--- config.mk ---
export PLATFORM = sky130hd
export DESIGN_NAME = terminal_escape_sequence_parser
export DESIGN_NICKNAME = d
export VERILOG_FILES = /design/src/rtl/tesp_pkg.sv /design/src/rtl/tesp_front.sv /design/src/rtl/tesp_queue.sv /design/src/rtl/tesp_back.sv /design/src/rtl/terminal_escape_sequence_parser.sv
export VERILOG_INCLUDE_DIRS = /design/src /design/src/rtl
export SDC_FILE = /design/constraint.sdc
export NUM_CORES = 1
export LEC_CHECK = 0
export BUFFER_PORTS_ARGS = -buffer_cell sky130_fd_sc_hd__buf_2
export CAP_MARGIN = 0
export CORE_MARGIN = 2
export CORE_UTILIZATION = 39
export CTS_CLUSTER_DIAMETER = 80
export DETAILED_ROUTE_END_ITERATION = 10
export GPL_TIMING_DRIVEN = 1
export MAX_ROUTING_LAYER = met4
export PLACE_DENSITY_LB_ADDON = 0.1
export SLEW_MARGIN = 20
export SYNTH_ARGS = -nofsm -noshare
export SYNTH_HDL_FRONTEND = slang
export SYNTH_SLANG_ARGS = --single-unit
--- constraint.sdc ---
create_clock -name clk_i -period 8.6 [get_ports clk_i]
set_input_delay 0.86 -clock clk_i [delete_from_list [all_inputs] [get_ports clk_i]]
set_output_delay 0.86 -clock clk_i [all_outputs]
set_load 0.02 [all_outputs]
--- src/rtl/terminal_escape_sequence_parser_defines.svh ---
// Assertion macros for the terminal escape sequence parser
`ifndef TERMINAL_ESCAPE_SEQUENCE_PARSER_DEFINES_SVH
`define TERMINAL_ESCAPE_SEQUENCE_PARSER_DEFINES_SVH
`define TESP_ASSERT(lbl, prop, msg) \
  lbl: assert property (@(posedge clk_i) disable iff (!rst_ni) (prop)) else $error(msg);
`define TESP_ASSERT_RST(lbl, prop, msg) \
  lbl: assert property (@(posedge clk_i) (prop)) else $error(msg);
`endif

--- src/rtl/tesp_pkg.sv ---
// Shared types and constants of the terminal escape sequence parser
`timescale 1ns / 1ps
package tesp_pkg;
  localparam logic [7:0] ByteEsc = 8'h1B;
  localparam logic [7:0] ByteCan = 8'h18;
  localparam logic [7:0] ByteSub = 8'h1A;
  localparam logic [7:0] ByteCsi = 8'h5B;
  localparam logic [7:0] ByteOsc = 8'h5D;
  localparam logic [7:0] BytePm  = 8'h5E;
  localparam logic [7:0] ByteApc = 8'h5F;
  localparam logic [7:0] ByteDcs = 8'h50;
  localparam logic [7:0] ByteSt  = 8'h5C;
  localparam logic [7:0] ByteDel = 8'h7F;
  localparam logic [7:0] ByteSemi = 8'h3B;
  localparam int unsigned MaxEv = 4;
  localparam int unsigned QDepth = 4;

  typedef enum logic [3:0] {
    EvPrint = 4'd0, EvCtl = 4'd1, EvType = 4'd2, EvParam = 4'd3, EvInter = 4'd4,
    EvData = 4'd5, EvFinal = 4'd6, EvEnd = 4'd7, EvCancel = 4'd8
  } ev_kind_e;

  typedef enum logic [11:0] {
    StGround = 12'h001, StEsc = 12'h002, StEscInt = 12'h004, StCsi = 12'h008,
    StCsiInt = 12'h010, StDcs = 12'h020, StDcsInt = 12'h040, StDcsData = 12'h080,
    StDcsEsc = 12'h100, StOsc = 12'h200, StPm = 12'h400, StApc = 12'h800
  } pstate_e;

  typedef struct packed {
    ev_kind_e    kind;
    logic [20:0] value;
    logic [1:0]  title;
  } event_t;

  typedef struct packed {
    logic [2:0]          count;
    event_t [MaxEv-1:0] ev;
  } bundle_t;

  function automatic logic is_ctl(input logic [7:0] b);
    return b == 8'h05 || (b >= 8'h07 && b <= 8'h0F) || b == 8'h11 || b == 8'h13;
  endfunction
endpackage

--- src/rtl/tesp_front.sv ---
// Front end: parse state machine, UTF-8 decoding and event classification
`timescale 1ns / 1ps
module tesp_front import tesp_pkg::*; (
  input  logic        clk_i,
  input  logic        rst_ni,
  input  logic        step_i,
  input  logic [7:0]  byte_i,
  input  logic [20:0] err_char_i,
  output bundle_t     bundle_o
);
  pstate_e     st_q, st_d;
  logic [20:0] acc_q, acc_d;
  logic [2:0]  need_q, need_d, len_q, len_d;
  logic [7:0]  ofirst_q, ofirst_d;
  logic [1:0]  ocnt_q, ocnt_d;

  always_ff @(posedge clk_i or negedge rst_ni) begin
    if (!rst_ni) begin
      st_q <= StGround;
      acc_q <= '0;
      need_q <= '0;
      len_q <= '0;
      ofirst_q <= '0;
      ocnt_q <= '0;
    end else if (step_i) begin
      st_q <= st_d;
      acc_q <= acc_d;
      need_q <= need_d;
      len_q <= len_d;
      ofirst_q <= ofirst_d;
      ocnt_q <= ocnt_d;
    end
  end

  always_comb begin
    bundle_t     bo;
    logic [7:0]  b;
    logic        fits;
    logic [1:0]  ttl;
    logic        esc_in;
    bo = '0;
    b = byte_i;
    st_d = st_q;
    acc_d = acc_q;
    need_d = need_q;
    len_d = len_q;
    ofirst_d = ofirst_q;
    ocnt_d = ocnt_q;
    fits = 1'b0;
    ttl = 2'd3;
    esc_in = 1'b0;
    for (int i = 0; i < MaxEv; i++) bo.ev[i].title = 2'd3;
    if (b != 8'h00) begin
      if (st_q == StDcsEsc) begin
        if (b == ByteSt) begin
          bo.ev[0].kind = EvEnd; bo.ev[0].value = 21'(b); bo.count = 3'd1;
          st_d = StGround;
        end else begin
          bo.ev[0].kind = EvCancel; bo.ev[0].value = 21'd3; bo.count = 3'd1;
          esc_in = 1'b1;
        end
      end
      if (st_q == StEsc || esc_in) begin
        st_d = StEsc;
        if (b == ByteEsc) begin
          bo.ev[bo.count].kind = EvCancel; bo.ev[bo.count].value = 21'd3;
          bo.count = bo.count + 3'd1;
        end else if (b == ByteCan) begin
          bo.ev[bo.count].kind = EvCancel; bo.ev[bo.count].value = 21'd0;
          bo.count = bo.count + 3'd1; st_d = StGround;
        end else if (b == ByteSub) begin
          bo.ev[bo.count].kind = EvCancel; bo.ev[bo.count].value = 21'd1;
          bo.ev[bo.count+1].kind = EvPrint; bo.ev[bo.count+1].value = err_char_i;
          bo.count = bo.count + 3'd2; st_d = StGround;
        end else if (is_ctl(b)) begin
          bo.ev[bo.count].kind = EvCtl; bo.ev[bo.count].value = 21'(b);
          bo.count = bo.count + 3'd1;
        end else if (b == ByteCsi || b == ByteOsc || b == BytePm || b == ByteApc
                     || b == ByteDcs) begin
          bo.ev[bo.count].kind = EvType;
          unique case (b)
            ByteCsi: begin bo.ev[bo.count].value = 21'd1; st_d = StCsi; end
            ByteOsc: begin
              bo.ev[bo.count].value = 21'd3; st_d = StOsc; ofirst_d = '0; ocnt_d = '0;
            end
            BytePm:  begin bo.ev[bo.count].value = 21'd4; st_d = StPm; end
            ByteApc: begin bo.ev[bo.count].value = 21'd5; st_d = StApc; end
            default: begin bo.ev[bo.count].value = 21'd2; st_d = StDcs; end
          endcase
          bo.count = bo.count + 3'd1;
        end else if (b >= 8'h20 && b <= 8'h7E) begin
          bo.ev[bo.count].kind = EvType; bo.ev[bo.count].value = 21'd0;
          bo.ev[bo.count+1].kind = (b <= 8'h2F) ? EvInter : EvFinal;
          bo.ev[bo.count+1].value = 21'(b);
          bo.count = bo.count + 3'd2;
          st_d = (b <= 8'h2F) ? StEscInt : StGround;
        end else if (b != ByteDel) begin
          bo.ev[bo.count].kind = EvCancel; bo.ev[bo.count].value = 21'd2;
          bo.count = bo.count + 3'd1; st_d = StGround;
        end
      end else begin
        unique case (st_q)
          StGround: begin
            if (b == ByteEsc || b == ByteCan || b == ByteSub || is_ctl(b)) begin
              if (need_q != 3'd0) begin
                bo.ev[0].kind = EvPrint; bo.ev[0].value = err_char_i; bo.count = 3'd1;
                acc_d = '0; need_d = '0; len_d = '0;
              end
              if (b == ByteEsc) st_d = StEsc;
              else if (b == ByteSub) begin
                bo.ev[bo.count].kind = EvPrint; bo.ev[bo.count].value = err_char_i;
                bo.count = bo.count + 3'd1;
              end else if (b != ByteCan) begin
                bo.ev[bo.count].kind = EvCtl; bo.ev[bo.count].value = 21'(b);
                bo.count = bo.count + 3'd1;
              end
            end else begin
              fits = (b[7:6] == 2'b10);
              if (len_q == 3'd3 && need_q == 3'd2) begin
                if (acc_q == 21'd0 && b < 8'hA0) fits = 1'b0;
                if (acc_q == 21'hD && b > 8'h9F) fits = 1'b0;
              end
              if (len_q == 3'd4 && need_q == 3'd3) begin
                if (acc_q == 21'd0 && b < 8'h90) fits = 1'b0;
                if (acc_q == 21'd4 && b > 8'h8F) fits = 1'b0;
              end
              if (need_q != 3'd0 && fits) begin
                acc_d = {acc_q[14:0], b[5:0]};
                need_d = need_q - 3'd1;
                if (need_q == 3'd1) begin
                  bo.ev[0].kind = EvPrint; bo.ev[0].value = acc_d; bo.count = 3'd1;
                  acc_d = '0; need_d = '0; len_d = '0;
                end
              end else begin
                if (need_q != 3'd0) begin
                  bo.ev[0].kind = EvPrint; bo.ev[0].value = err_char_i; bo.count = 3'd1;
                  acc_d = '0; need_d = '0; len_d = '0;
                end
                if (b < 8'h80) begin
                  bo.ev[bo.count].kind = EvPrint; bo.ev[bo.count].value = 21'(b);
                  bo.count = bo.count + 3'd1;
                end else if (b >= 8'hC2 && b <= 8'hDF) begin
                  acc_d = 21'(b[4:0]); need_d = 3'd1; len_d = 3'd2;
                end else if (b >= 8'hE0 && b <= 8'hEF) begin
                  acc_d = 21'(b[3:0]); need_d = 3'd2; len_d = 3'd3;
                end else if (b >= 8'hF0 && b <= 8'hF4) begin
                  acc_d = 21'(b[2:0]); need_d = 3'd3; len_d = 3'd4;
                end else begin
                  bo.ev[bo.count].kind = EvPrint; bo.ev[bo.count].value = err_char_i;
                  bo.count = bo.count + 3'd1;
                end
              end
            end
          end
          StEscInt, StCsi, StCsiInt, StDcs, StDcsInt, StDcsData: begin
            bo.count = 3'd1;
            bo.ev[0].value = 21'(b);
            if (b == ByteEsc) begin
              if (st_q == StDcs || st_q == StDcsInt || st_q == StDcsData) begin
                bo.count = 3'd0; st_d = StDcsEsc;
              end else begin
                bo.ev[0].kind = EvCancel; bo.ev[0].value = 21'd3; st_d = StEsc;
              end
            end else if (b == ByteCan) begin
              bo.ev[0].kind = EvCancel; bo.ev[0].value = 21'd0; st_d = StGround;
            end else if (b == ByteSub) begin
              bo.ev[0].kind = EvCancel; bo.ev[0].value = 21'd1;
              bo.ev[1].kind = EvPrint; bo.ev[1].value = err_char_i;
              bo.count = 3'd2; st_d = StGround;
            end else if (is_ctl(b)) begin
              bo.ev[0].kind = EvCtl;
            end else if (st_q == StDcsData) begin
              bo.ev[0].kind = EvData;
            end else if (st_q == StEscInt) begin
              if (b >= 8'h20 && b <= 8'h2F) bo.ev[0].kind = EvInter;
              else if (b >= 8'h30 && b <= 8'h7E) begin
                bo.ev[0].kind = EvFinal; st_d = StGround;
              end else if (b == ByteDel) bo.count = 3'd0;
              else begin
                bo.ev[0].kind = EvCancel; bo.ev[0].value = 21'd2; st_d = StGround;
              end
            end else begin
              if ((st_q == StCsi || st_q == StDcs) && b >= 8'h30 && b <= 8'h3F)
                bo.ev[0].kind = EvParam;
              else if (b >= 8'h20 && b <= 8'h2F) begin
                bo.ev[0].kind = EvInter;
                st_d = (st_q == StCsi || st_q == StCsiInt) ? StCsiInt : StDcsInt;
              end else if (b >= 8'h40 && b <= 8'h7E) begin
                bo.ev[0].kind = EvFinal;
                st_d = (st_q == StCsi || st_q == StCsiInt) ? StGround : StDcsData;
              end else begin
                bo.ev[0].kind = EvCancel; bo.ev[0].value = 21'd2; st_d = StGround;
              end
            end
          end
          StOsc, StPm, StApc: begin
            bo.count = 3'd1;
            bo.ev[0].value = 21'(b);
            if (b == ByteCan) begin
              bo.ev[0].kind = EvCancel; bo.ev[0].value = 21'd0; st_d = StGround;
            end else if (b == ByteSub) begin
              bo.ev[0].kind = EvCancel; bo.ev[0].value = 21'd1;
              bo.ev[1].kind = EvPrint; bo.ev[1].value = err_char_i;
              bo.count = 3'd2; st_d = StGround;
            end else if (b == ByteEsc || is_ctl(b)) begin
              if (st_q == StOsc && ocnt_q == 2'd2 && ofirst_q >= 8'h30 && ofirst_q <= 8'h32)
                ttl = ofirst_q[1:0];
              bo.ev[0].kind = EvEnd; bo.ev[0].title = ttl; st_d = StGround;
            end else begin
              if (st_q == StOsc) begin
                if (ocnt_q == 2'd0) begin
                  ofirst_d = b; ocnt_d = 2'd1;
                end else if (ocnt_q == 2'd1) ocnt_d = (b == ByteSemi) ? 2'd2 : 2'd3;
              end
              bo.ev[0].kind = EvData;
            end
          end
          default: st_d = StGround;
        endcase
      end
    end
    bundle_o = bo;
  end
endmodule

--- src/rtl/tesp_queue.sv ---
// Bundle queue between the front end and the event sequencer
`timescale 1ns / 1ps
module tesp_queue import tesp_pkg::*; (
  input  logic    clk_i,
  input  logic    rst_ni,
  input  logic    wr_i,
  input  bundle_t wdata_i,
  output logic    full_o,
  input  logic    rd_i,
  output logic    empty_o,
  output bundle_t rdata_o
);
  localparam int unsigned Aw = $clog2(QDepth);
  bundle_t         mem_q [QDepth];
  logic [Aw-1:0]   wp_q, rp_q;
  logic [Aw:0]     cnt_q;

  always_ff @(posedge clk_i) begin
    if (wr_i) mem_q[wp_q] <= wdata_i;
  end
  always_ff @(posedge clk_i or negedge rst_ni) begin
    if (!rst_ni) begin
      wp_q <= '0;
      rp_q <= '0;
      cnt_q <= '0;
    end else begin
      if (wr_i) wp_q <= wp_q + 1'b1;
      if (rd_i) rp_q <= rp_q + 1'b1;
      cnt_q <= cnt_q + (Aw+1)'(wr_i) - (Aw+1)'(rd_i);
    end
  end
  assign full_o = cnt_q == (Aw+1)'(QDepth);
  assign empty_o = cnt_q == '0;
  assign rdata_o = mem_q[rp_q];
endmodule

--- src/rtl/tesp_back.sv ---
// Back end: steps through the events of each bundle onto the result ports
`timescale 1ns / 1ps
module tesp_back import tesp_pkg::*; (
  input  logic        clk_i,
  input  logic        rst_ni,
  input  logic        q_empty_i,
  input  bundle_t     q_data_i,
  output logic        q_rd_o,
  output logic        empty,
  input  logic        pop,
  output logic [3:0]  event_kind_o,
  output logic [20:0] event_value_o,
  output logic [1:0]  title_target_o,
  output logic        last_event_o
);
  logic [1:0] idx_q, idx_d;
  event_t     cur;
  logic       last;

  assign cur = q_data_i.ev[idx_q];
  assign last = (3'(idx_q) + 3'd1) == q_data_i.count;
  assign empty = q_empty_i;
  assign q_rd_o = !q_empty_i && pop && last;
  assign event_kind_o = cur.kind;
  assign event_value_o = cur.value;
  assign title_target_o = cur.title;
  assign last_event_o = last;

  always_comb begin
    idx_d = idx_q;
    if (!q_empty_i && pop) idx_d = last ? 2'd0 : idx_q + 2'd1;
  end
  always_ff @(posedge clk_i or negedge rst_ni) begin
    if (!rst_ni) idx_q <= '0;
    else idx_q <= idx_d;
  end
endmodule

--- src/rtl/terminal_escape_sequence_parser.sv ---
// Top level of the terminal escape sequence parser
// Takes one terminal byte per cycle (NUL is dropped) and parses it at once; each byte's
// one to three events go into a four-entry queue and drain through the result port one
// per pop, the last one flagged. Input stalls only when that queue is full, so the
// sustained rate is one byte per cycle as long as each byte yields at most one event.
`timescale 1ns / 1ps
`include "terminal_escape_sequence_parser_defines.svh"
module terminal_escape_sequence_parser import tesp_pkg::*; (
  input  logic        clk_i,
  input  logic        rst_ni,
  input  logic        push,
  output logic        full,
  input  logic [7:0]  rx_byte_i,
  output logic        empty,
  input  logic        pop,
  output logic [3:0]  event_kind_o,
  output logic [20:0] event_value_o,
  output logic [1:0]  title_target_o,
  output logic        last_event_o,
  input  logic        cfg_valid,
  output logic        cfg_ready,
  input  logic [20:0] cfg_data_i
);
  logic [20:0] err_q;
  bundle_t     bnd, qd;
  logic        step, q_rd, q_empty;

  assign cfg_ready = 1'b1;
  always_ff @(posedge clk_i or negedge rst_ni) begin
    if (!rst_ni) err_q <= 21'h00FFFD;
    else if (cfg_valid) err_q <= cfg_data_i;
  end

  assign step = push && !full;

  tesp_front u_front (
    .clk_i, .rst_ni, .step_i(step), .byte_i(rx_byte_i), .err_char_i(err_q), .bundle_o(bnd)
  );
  tesp_queue u_queue (
    .clk_i, .rst_ni, .wr_i(step && bnd.count != 3'd0), .wdata_i(bnd), .full_o(full),
    .rd_i(q_rd), .empty_o(q_empty), .rdata_o(qd)
  );
  tesp_back u_back (
    .clk_i, .rst_ni, .q_empty_i(q_empty), .q_data_i(qd), .q_rd_o(q_rd), .empty, .pop,
    .event_kind_o, .event_value_o, .title_target_o, .last_event_o
  );

  `TESP_ASSERT(a_no_pop_empty, q_rd |-> !q_empty, "dequeue from empty queue")
  `TESP_ASSERT(a_kind_range, !empty |-> event_kind_o <= 4'd8, "bad event kind")
  `TESP_ASSERT_RST(a_rst_empty, !rst_ni |-> empty, "results during reset")
endmodule
==> impl.org <==
** Cells and area
- In the final layout, the share of cells above drive strength 1 is 0.2079.
- Leaving out fill and tap cells, the most frequent cell in the layout is sky130_fd_sc_hd__edfxtp_1.
- After filler insertion, the fill cell instance count of the layout stands at 4,334.
- Fin util :: 0.4420
- In the layout the commonest cells are sky130_fd_sc_hd__edfxtp_1, sky130_fd_sc_hd__nand2_1, sky130_fd_sc_hd__nor2_1.
- After the last flow step, the layout net total stands at about 1.5k.
- Area growth from synthesis to layout :: 12.07%
- Once layout is done, the placed cells without fillers occupy 0.02110 sq mm.

** CTS
- Cell at the root of the clock tree :: sky130_fd_sc_hd__clkbuf_16
- CTS HTree Levels :: 2
- Total of hold buffers inserted after clock tree synthesis :: 0
- TritonCTS built the clock tree.
- Buffers added to address setup during post-CTS repair amount to 0.
- Clock latency at the later pin of the worst-skew pair :: between 0.5 and 0.6 ns
- CTS saw 387 sinks.
- Post-CTS repair changed the size of 0 cells.
- Number of buffers inserted during clock tree synthesis :: 43
- Maximum clock insertion buffer count :: 3
- Post-CTS clock slew at the launch and capture registers of the worst setup and hold paths :: 0.05 ns

** Critical path
- Peak fanout along the critical path :: 51
- The worst register-to-register path begins at u_front.st_q[5].
- STA classifies the critical path startpoint as a register.
- Cell with the largest stage delay on the worst path :: sky130_fd_sc_hd__nor2b_4
- RR Endpoint :: u_queue.mem_q[0][71]
- Across all register-to-register paths, the minimum setup slack is 3.53 ns.
- The critical path contains buffers and inverters numbering 3 combined.
- Worst Reg2Reg Path Length in Cells :: 11
- Worst EP required :: 8.83 ns
- Critical Path Stages :: 11
- In this design, the stage delay of the slowest critical-path cell is 0.80 ns.
- Counting stages on the worst path, the most repeated cell is sky130_fd_sc_hd__nand3_1.
- Worst Setup End Kind :: register
- STA puts the critical path data arrival time at 5.30 ns.
- The kind of cell with the highest combined delay along the critical path is simple AND/OR/NAND/NOR gates.
- The signal on the critical path passes through nor4_1 > nand3_1 > buf_4 > inv_2 > a21o_1 > nand2_1 > or3_1 > nand3_1 > a32oi_4 > nor2b_4 > buf_12.
- The setup path with the least slack is of type reg -> reg.

** Detailed routing
- The detail route stage leaves a number of antenna-violating nets equal to 0.
- In the routed design, unresolved DRC markers number 0.
- Total vias in the final route :: 12.93k
- After the first detailed-routing iteration, the DRC count stood at between 1k and 1.5k.
- Wire length after detailed routing :: 57.40 mm
- Detailed-routing iteration count for the pre-antenna-repair pass :: 8
- Via-to-Cell Ratio :: 6.153
- Routed length per instance :: 27.31 um

** STA
- Achievable frequency :: approximately 200 MHz
- Final clock period utilization by the worst path :: 0.5899
- The number of hold violations in the final report came to 0.
- Crit path time final :: between 5 and 6 ns
- Final Max Tran Viols :: 0
- Final Setup Violations :: 0
- Least setup slack across all paths after layout :: 3.526 ns
- Unrepaired setup endpoints after global routing :: no
- Headroom to the max-slew limit came out at 0.1875.
- Total negative setup slack :: 0 ns
- Slew at the pin closest to its max-slew limit :: 1.209 ns
- On the final layout, the worst clock skew is 0.01488 ns.
- Across all hold checks on the routed design, the worst slack comes to 0.2363 ns.

** Pwr
- IR analysis of the VDD net gives a maximum drop of 0.1520 mV.
- Fraction of power spent switching nets :: 0.3682
- The share of total power dissipated in the clock network is 0.237.
- Of the total power, combinational logic draws 0.373.
- Portion of total power attributed to sequential cells :: 0.390
- Internal power comes to 0.004432 W.
- For this design the static power due to leakage is 7.387 nW.
- Summed over all nets, the switching power comes to 0.002582 W.
- Total power divided by cell area :: 332.4 mW/mm^2

** GRT
- For this run, the total global-route usage over all layers was measured as 0.2380.
- Entering global routing, the biggest net connects 78 pins.
- The number of global-route vias before repair was 12.82k.
- Number of antenna violations at the first check in global routing :: 1
- Summed over all layers, the global routing overflow is 0.
- The first global-routing pass estimated 86.19 mm of wire.

** Floorplanning
- Full die area :: 0.05005 sq mm
- In this run the vertical extent of the chip is 223.7 um.
- # IOs :: 65
- Placeable core area :: 0.04775 sq mm
- The initial utilization of the core area, before any placement, comes to 0.3944.
- The die is 223.7 um wide.
- In this run the core area contains 80 standard-cell rows.

** Logic synthesis
- Share of the yosys chip area belonging to registers :: 0.5972
- Number of synthesis warnings :: 0
- Primary FF master, synth :: sky130_fd_sc_hd__edfxtp_1
- The netlist uses 95 different library cells.
- Mean instance size in the synthesized netlist :: 13.29 sq um
- In this run, synthesis inferred 308 flip-flops with an integrated enable.
- Summed instance area of the synthesized netlist :: ~0.019 sq mm
- Synthesis inferred just under 400 register bits.
- When the netlist entered floorplanning its net count stood at 1,467.
- For this run, asynchronously set or reset flops after synthesis account for 0.2041.
- Synthesis produced a netlist whose cell count is 1,417.

** Placed design
- At the end of routability-driven placement, the weighted congestion stood at 0.9861.
- The HPWL after detailed placement is around 38 mm.
- Post-Place Cell Area :: 0.01984 sq mm
- At the placement stage, the worst setup path has a slack of 3.088 ns.
- In this run the tool buffered the top-level ports with 63 buffer cells.

** Flow run
- Max Cap Viol :: 0

** Min path
- Class of the tightest hold or removal check :: in -> async

** Outcome
- Status :: finished clean
[flip-flops by register name (all words and copies together), names as in the netlist, 3 cells and up]
register / count
u_front.ofirst_q: 8
u_front.need_q: 3
u_front.st_q: 12
u_queue.cnt_q: 3
u_front.len_q: 3
u_queue.mem_q: 308
u_front.acc_q: 21
err_q: 21
[final cells by class]
class | instances | area (sq um) | area share
Antenna cell | 1 | 2.502 | 0.0001186
Clock buffer | 63 | 1161 | 0.05502
Clock inverter | 11 | 81.33 | 0.003854
Inverter | 46 | 172.7 | 0.008183
Multi-Input combinational cell | 882 | 7049 | 0.3341
Sequential cell | 387 | 11250 | 0.5334
Tap cell | 615 | 769.5 | 0.03647
Timing Repair Buffer | 97 | 610.6 | 0.02894
[synthesized netlist by cell type (11+ instances only)]
cell,number,area share
sky130_fd_sc_hd__edfxtp_1,308,0.49
sky130_fd_sc_hd__nand2_1,96,0.019
sky130_fd_sc_hd__nor2_1,83,0.017
sky130_fd_sc_hd__mux4_2,77,0.092
sky130_fd_sc_hd__a21oi_1,69,0.018
sky130_fd_sc_hd__clkbuf_1,67,0.013
sky130_fd_sc_hd__dfrtp_1,63,0.084
sky130_fd_sc_hd__o21ai_0,61,0.016
sky130_fd_sc_hd__inv_1,42,0.0084
sky130_fd_sc_hd__nand3_1,34,0.0090
sky130_fd_sc_hd__and2_1,31,0.010
sky130_fd_sc_hd__o22ai_1,31,0.010
sky130_fd_sc_hd__mux2i_1,29,0.015
sky130_fd_sc_hd__nor3_1,28,0.0074
sky130_fd_sc_hd__a22o_1,25,0.012
sky130_fd_sc_hd__mux2_2,22,0.013
sky130_fd_sc_hd__buf_2,18,0.0048
sky130_fd_sc_hd__a22oi_1,17,0.0068
sky130_fd_sc_hd__a31oi_1,16,0.0053
sky130_fd_sc_hd__dfstp_2,16,0.022
sky130_fd_sc_hd__o31ai_1,16,0.0064
sky130_fd_sc_hd__ha_1,15,0.010
sky130_fd_sc_hd__nor2b_1,14,0.0047
sky130_fd_sc_hd__nor4_1,14,0.0047
sky130_fd_sc_hd__buf_1,13,0.0026
sky130_fd_sc_hd__o211ai_1,13,0.0052
sky130_fd_sc_hd__nand4_1,12,0.0040
sky130_fd_sc_hd__a211oi_1,11,0.0044
[worst register-to-register path, delay by kind of cell, from the launching register on]
family                 cells  cell delay (ns)
buffers and inverters      3             0.80
flip-flops                 1             0.53
AND/OR/NAND/NOR            6             2.53
AO/OA/AOI/OAI              2             0.84
[cells by family (layout without fill, tap and decap cells)]
family,count (synthesis),in the layout,synth area share
compound gates,342,342,0.1256
other cells,1,2,0.0001992
mux,129,129,0.1215
flops,387,387,0.5972
fa+ha+maj,16,16,0.01103
buf+inv,148,217,0.03136
xor+xnor,12,12,0.005582
simple gates,382,382,0.1075
[metal layers]
layer,up-vias,routed length [um],track usage
li1,5653,-,-
met1,6590,25900,0.3349
met2,540,25680,0.3517
met3,150,3571,0.03764
met4,0,2252,0.08409
met5,-,0,-
[through the flow]
step,std cells,total power (W)
floorplan,1417,0.004502
global placement,2027,0.005420
detailed placement,2027,0.005419
CTS,2101,0.007102
global route,2101,0.007397
finish,2102,0.007014
[power by group through the flow]
stage	logic (W)	clock network [W]	registers, W
after floorplan	0.00185	0	0.00265
after global routing	0.00284	0.00177	0.00278
final	0.00262	0.00166	0.00274
after global placement	0.00265	0	0.00277
after detailed placement	0.00264	0	0.00278
after CTS	0.00265	0.00171	0.00275
[worst max-delay path by stage]
stage	from	end	slack, ns
6_report	u_front.st_q[5]	u_queue.mem_q[0][71]	3.53
5_1_grt	u_front.st_q[5]	u_queue.cnt_q[2]	3.23
4_1_cts	u_front.st_q[10]	u_queue.mem_q[0][37]	3.53
3_5_place_dp	rx_byte_i[4]	u_queue.mem_q[0][37]	3.09
3_3_place_gp	rx_byte_i[4]	u_queue.mem_q[0][37]	3.13
2_1_floorplan	rx_byte_i[4]	u_queue.mem_q[0][0]	1.61
No activity file was read; power rests on OpenSTA's default activity.
